File: src/rtl/tcc_ram.sv
// Generic single-port-write, single-port-read RAM with a registered read.
// Standalone; used for every store of triplet_to_csc_compress.
`default_nettype none

module tcc_ram #(
    parameter int WIDTH  = 8,
    parameter int DEPTH  = 16,
    parameter int ADDR_W = (DEPTH > 1) ? $clog2(DEPTH) : 1
)(
    input  wire logic              clk,
    input  wire logic              we,
    input  wire logic [ADDR_W-1:0] waddr,
    input  wire logic [WIDTH-1:0]  wdata,
    input  wire logic [ADDR_W-1:0] raddr,
    output logic      [WIDTH-1:0]  rdata
);

    logic [WIDTH-1:0] mem [DEPTH];
    logic [WIDTH-1:0] rdata_reg;

    always_ff @(posedge clk)
    begin
        if (we)
        begin
            mem[waddr] <= wdata;
        end
        rdata_reg <= mem[raddr];
    end

    assign rdata = rdata_reg;

endmodule

`default_nettype wire

File: config.mk
export PLATFORM = sky130hd
export DESIGN_NAME = tcc_ram
export DESIGN_NICKNAME = d
export VERILOG_FILES = /design/src/rtl/tcc_ram.sv
export SDC_FILE = /design/constraint.sdc
export NUM_CORES = 1
export LEC_CHECK = 0
export BUFFER_PORTS_ARGS = -buffer_cell sky130_fd_sc_hd__buf_2
export CELL_PAD_IN_SITES_DETAIL_PLACEMENT = 0
export CELL_PAD_IN_SITES_GLOBAL_PLACEMENT = 2
export CORE_ASPECT_RATIO = 0.9
export CORE_MARGIN = 4
export CORE_UTILIZATION = 40
export DETAILED_ROUTE_END_ITERATION = 12
export PLACE_DENSITY_LB_ADDON = 0.3
export SETUP_SLACK_MARGIN = 0.5
export SYNTH_ARGS = -nofsm -noshare
export SYNTH_HDL_FRONTEND = slang
export SYNTH_SLANG_ARGS = --single-unit
export TNS_END_PERCENT = 100
File: constraint.sdc
create_clock -name clk -period 4.4 [get_ports clk]
set_input_delay 0.22 -clock clk [delete_from_list [all_inputs] [get_ports clk]]
set_output_delay 0.22 -clock clk [all_outputs]
set_load 0.005 [all_outputs]
After elaboration in Yosys (flattened, before gate mapping)

Memory sizes are Yosys's and may differ from the RTL's. A register that Yosys moved wholly into a read port is not among the register bits.
Index checks and enable logic that the tools add are counted.

Add/sub/neg operators: 0
$mul: 0
Div/mod/pow operators: 0
Magnitude comparators: 0
Eq/ne operators: 0
Shifts and indexed selects: 0
Mux-type cells: 2
Bitwise gates (word level): 0
Reductions and logical operators: 0

Operator list:

| cell   | count |
|---|---|
| $mux 1 | 2 |

Bits in registers: 0
Bits in latches: 0
Bits in writable memories: 128
Bits in read-only memories: 0
Input bits: 18
Output and inout port bits: 8
Logic and storage cells: 3
Memories kept: 1

Memory list:

| memory | words | width | read ports | clocked after Yosys merged registers in | write ports | line | RTL |
|---|---|---|---|---|---|---|---|
| mem    | 16    | 8     | 1          | 1                                       | 1           | 18   | `logic [WIDTH-1:0] mem [DEPTH];` |

Logic depth before layout (Yosys ltp)

Word-level depth: 2
Depth in mapped cells: 5
Gate-level depth less buffers: 3

Worst setup path after synthesis

Ideal clock, no wire load.

Kind: input port to flip-flop
Start point: input port waddr[2]
End point: memory mem[0][0] (enable)
Library setup time: 0.383 ns
Arrival time: 1.330 ns
Required time: 4.017 ns
Slack: 2.687 ns
Stages: 2
Buffers on the path: 0
Path through: or3b_2 nor3_1

RTL lines:

| what            | line | RTL |
|---|---|---|
| start, declared | 12   | `input wire logic [ADDR_W-1:0] waddr,` |
| end, declared   | 18   |  |

Straight into the memory's write port.

Worst setup path in the final report

Start point: input port waddr[2]
End point: memory mem[0][0] (enable)

Straight into the memory's write port.

==> key figures <==
Synthesis
  • Mux contribution to synthesized area: roughly 15%
  • XOR/XNOR share of the synthesized area: 0%
  • Post-Synth Simple-Gate Area: under 10%
  • Synth Area in Adders: 0%
  • Syn_nets: 247
  • Ys Warns: 0
  • Post-Syn Instances: around 230
  • Sequential share of the synthesized area: 77.8%
  • Synth Area per Inst: 22.5 µm²
  • Netlist cell types: 19
  • Synth Area in Compound Gates: 2.33%
  • Flip-flop and latch count after synthesis: between 100 and 150
  • Largest family of logic cells by synthesized area: multiplexers
  • Mapped Area: 5150 µm²

Layout
  • Commonest non-fill, non-tap cell in the layout: edfxtp_1
  • Layout cell share with drive strength beyond 1: roughly a quarter
  • Nets: around 280
  • Area grow syn2layout: 15.8%
  • Max reg flops: 128
  • Most frequent cells in the layout: edfxtp_1, buf_2, mux4_2
  • # diodes: 0

Clock tree
  • Hold-fix buffers, CTS: 0
  • Clock buffer depth: 2
  • TritonCTS clock tree: done
  • CTS Buf Count: 17
  • Number of post-CTS setup repair buffers: 0
  • Clock transition at path regs: around 0.05 ns
  • # resized after CTS: 0
  • Count of clock tree sinks: roughly 140
  • Root Buffer: clkbuf_16
  • Clk_lat worst skew: approximately 0.41 ns
  • H-tree depth: 4

GRT
  • Global route overflow: 0
  • Pin count of the biggest net entering global routing: 33
  • Vias in the first global route: between 2,000 and 2,500
  • First-pass GRT wire length: about 15,000 µm
  • GRT Overall Usage: roughly 14%
  • Initial antenna violation count: 0

Route
  • Routed Antenna Nets: 0
  • Initial DRC count: between 150 and 200
  • Final WL: 9700 µm
  • Via count: 2,348
  • Drt wl/cell: around 22 µm
  • Routed vias/inst: 5.30
  • Remaining DRCs: 0
  • First-pass DRT Iterations: 4

Die
  • CORE AREA: between 10,000 and 15,000 µm²
  • # rows: 39
  • Initial core utilization: between 40% and 50%
  • DIE AREA: around 15,000 µm²
  • I/O pins: 26
  • Die W: approximately 130 µm
  • Die span in y: 116 µm

Worst hold path
  • HP Class: input pin to flop

Power and ir drop
  • Max VDD drop: approximately 0.00025 V
  • P_leak: around 2 nW
  • Pwr dens: between 400 and 500 nW/µm²
  • Power, Total: just under 3 mW

Timing
  • Slew @ Worst Pin: 1.33 ns
  • Period utilisation layout: roughly two fifths
  • Max transition margin: 10.6%
  • Clk_skew: about 0.0038 ns
  • Final slew viol count: 0
  • RSZ-0062 raised after global routing: false
  • F_max: approximately 540 MHz
  • Fin. Hold Viols: 0
  • Fin Setup TNS: 0 ns
  • Period minus WS final: 1.85 ns
  • Final setup violation count: 0

Critical path
  • Data required time of the worst path: between 4 and 5 ns
  • Startpoint type of the worst setup path: input pin
  • Setup crit end kind: flop
  • Critical path peak fanout: 8
  • WS Path Type: input pin to flop
  • CP arrival: around 1.9 ns

Place
  • PortBufs: 25
  • Placer Congestion: about 0.66
  • Dpl hpwl: 5940 µm

Status
  • Status: complete, no violations

Run
  • Max_cap viols: 0
==> critical path, cell delays in order <==
cell and delay, ns:
buf_2 0.11, or3b_2 0.51, nor3_1 1.02
==> power breakdown <==
part / internal, mW / total [mW] / switching, mW
combinational: 0.0518 / 0.123 / 0.0713
sequential: 1.45 / 1.46 / 0.00830
clock: 0.817 / 1.30 / 0.486
total: 2.32 / 2.88 / 0.565
==> cell usage after synthesis <==
library cell | n | area share, %
edfxtp_1 | 128 | 75
mux4_2 | 18 | 7.9
a22oi_1 | 16 | 2.3
mux4_1 | 14 | 7.1
nor2_1 | 13 | 0.95
nand2_1 | 9 | 0.66
dfxtp_1 | 8 | 3.1
nor3_1 | 4 | 0.39
buf_2 | 3 | 0.29
buf_6 | 3 | 0.66
clkdlybuf4s25_2 | 3 | 0.58
nand2b_1 | 2 | 0.24
nand3b_1 | 2 | 0.29
and2_1 | 1 | 0.12
and2b_1 | 1 | 0.15
buf_4 | 1 | 0.15
nand3_1 | 1 | 0.097
nor2b_1 | 1 | 0.12
or3b_2 | 1 | 0.17
==> per-stage QoR <==
| step | setup WS (ns) | instance area [µm²] | cells | hold slack, ns | util (%) |
|---|---|---|---|---|---|
| 6_report | 2.55 | 5960 | 443 | 0.195 | 47.1 |
| 2_1_floorplan | 2.69 | 5150 | 229 | 0.319 | - |
| 4_1_cts | 2.52 | 5960 | 443 | 0.177 | 47.1 |
| 5_1_grt | 2.39 | 5960 | 443 | 0.190 | 47.1 |
| 3_5_place_dp | 2.07 | 5410 | 411 | 0.602 | 42.8 |
| 3_3_place_gp | 2.09 | 5410 | 411 | 0.599 | 42.8 |
==> path summary, 6_finish.rpt <==
| kind | depth (start not counted) | slack [ns] | startpoint | endpoint |
|---|---|---|---|---|
| setup / recovery | 3 | 2.55 | waddr[2] | mem[0][0] |
| hold / removal | 1 | 0.19 | wdata[5] | mem[5][5] |
| setup reg to reg | 3 | 3.02 | mem[1][0] | rdata[0] |
| hold reg to reg | 3 | 0.66 | mem[12][1] | rdata[1] |
==> metal layers <==
layer / vias up / track usage (%) / share of wire, %
li1: 1046 / - / -
met1: 1238 / 18.7 / 45
met2: 50 / 22.4 / 49
met3: 14 / 4.79 / 3.6
met4: 0 / 6.15 / 1.7
met5: - / 0 / 0
==> cell type report <==
type | count | area, µm²
fillers | 1052 | 6680
flip-flops and latches | 136 | 4000
repair buffers | 28 | 148
clock inverters | 13 | 111
clock buffers | 19 | 433
well taps | 164 | 205
multi-input cells | 83 | 1060
==> cell families (layout without fill, tap and decap cells) <==
logic type             count (synthesis)  count (layout)
AOI/OAI and AO/OA                     16              16
DFF                                  136             136
muxes                                 32              32
and+or+nand+nor                       35              35
buffers and inverters                 10              60
Note: power is estimated with default switching activity, not from simulation.
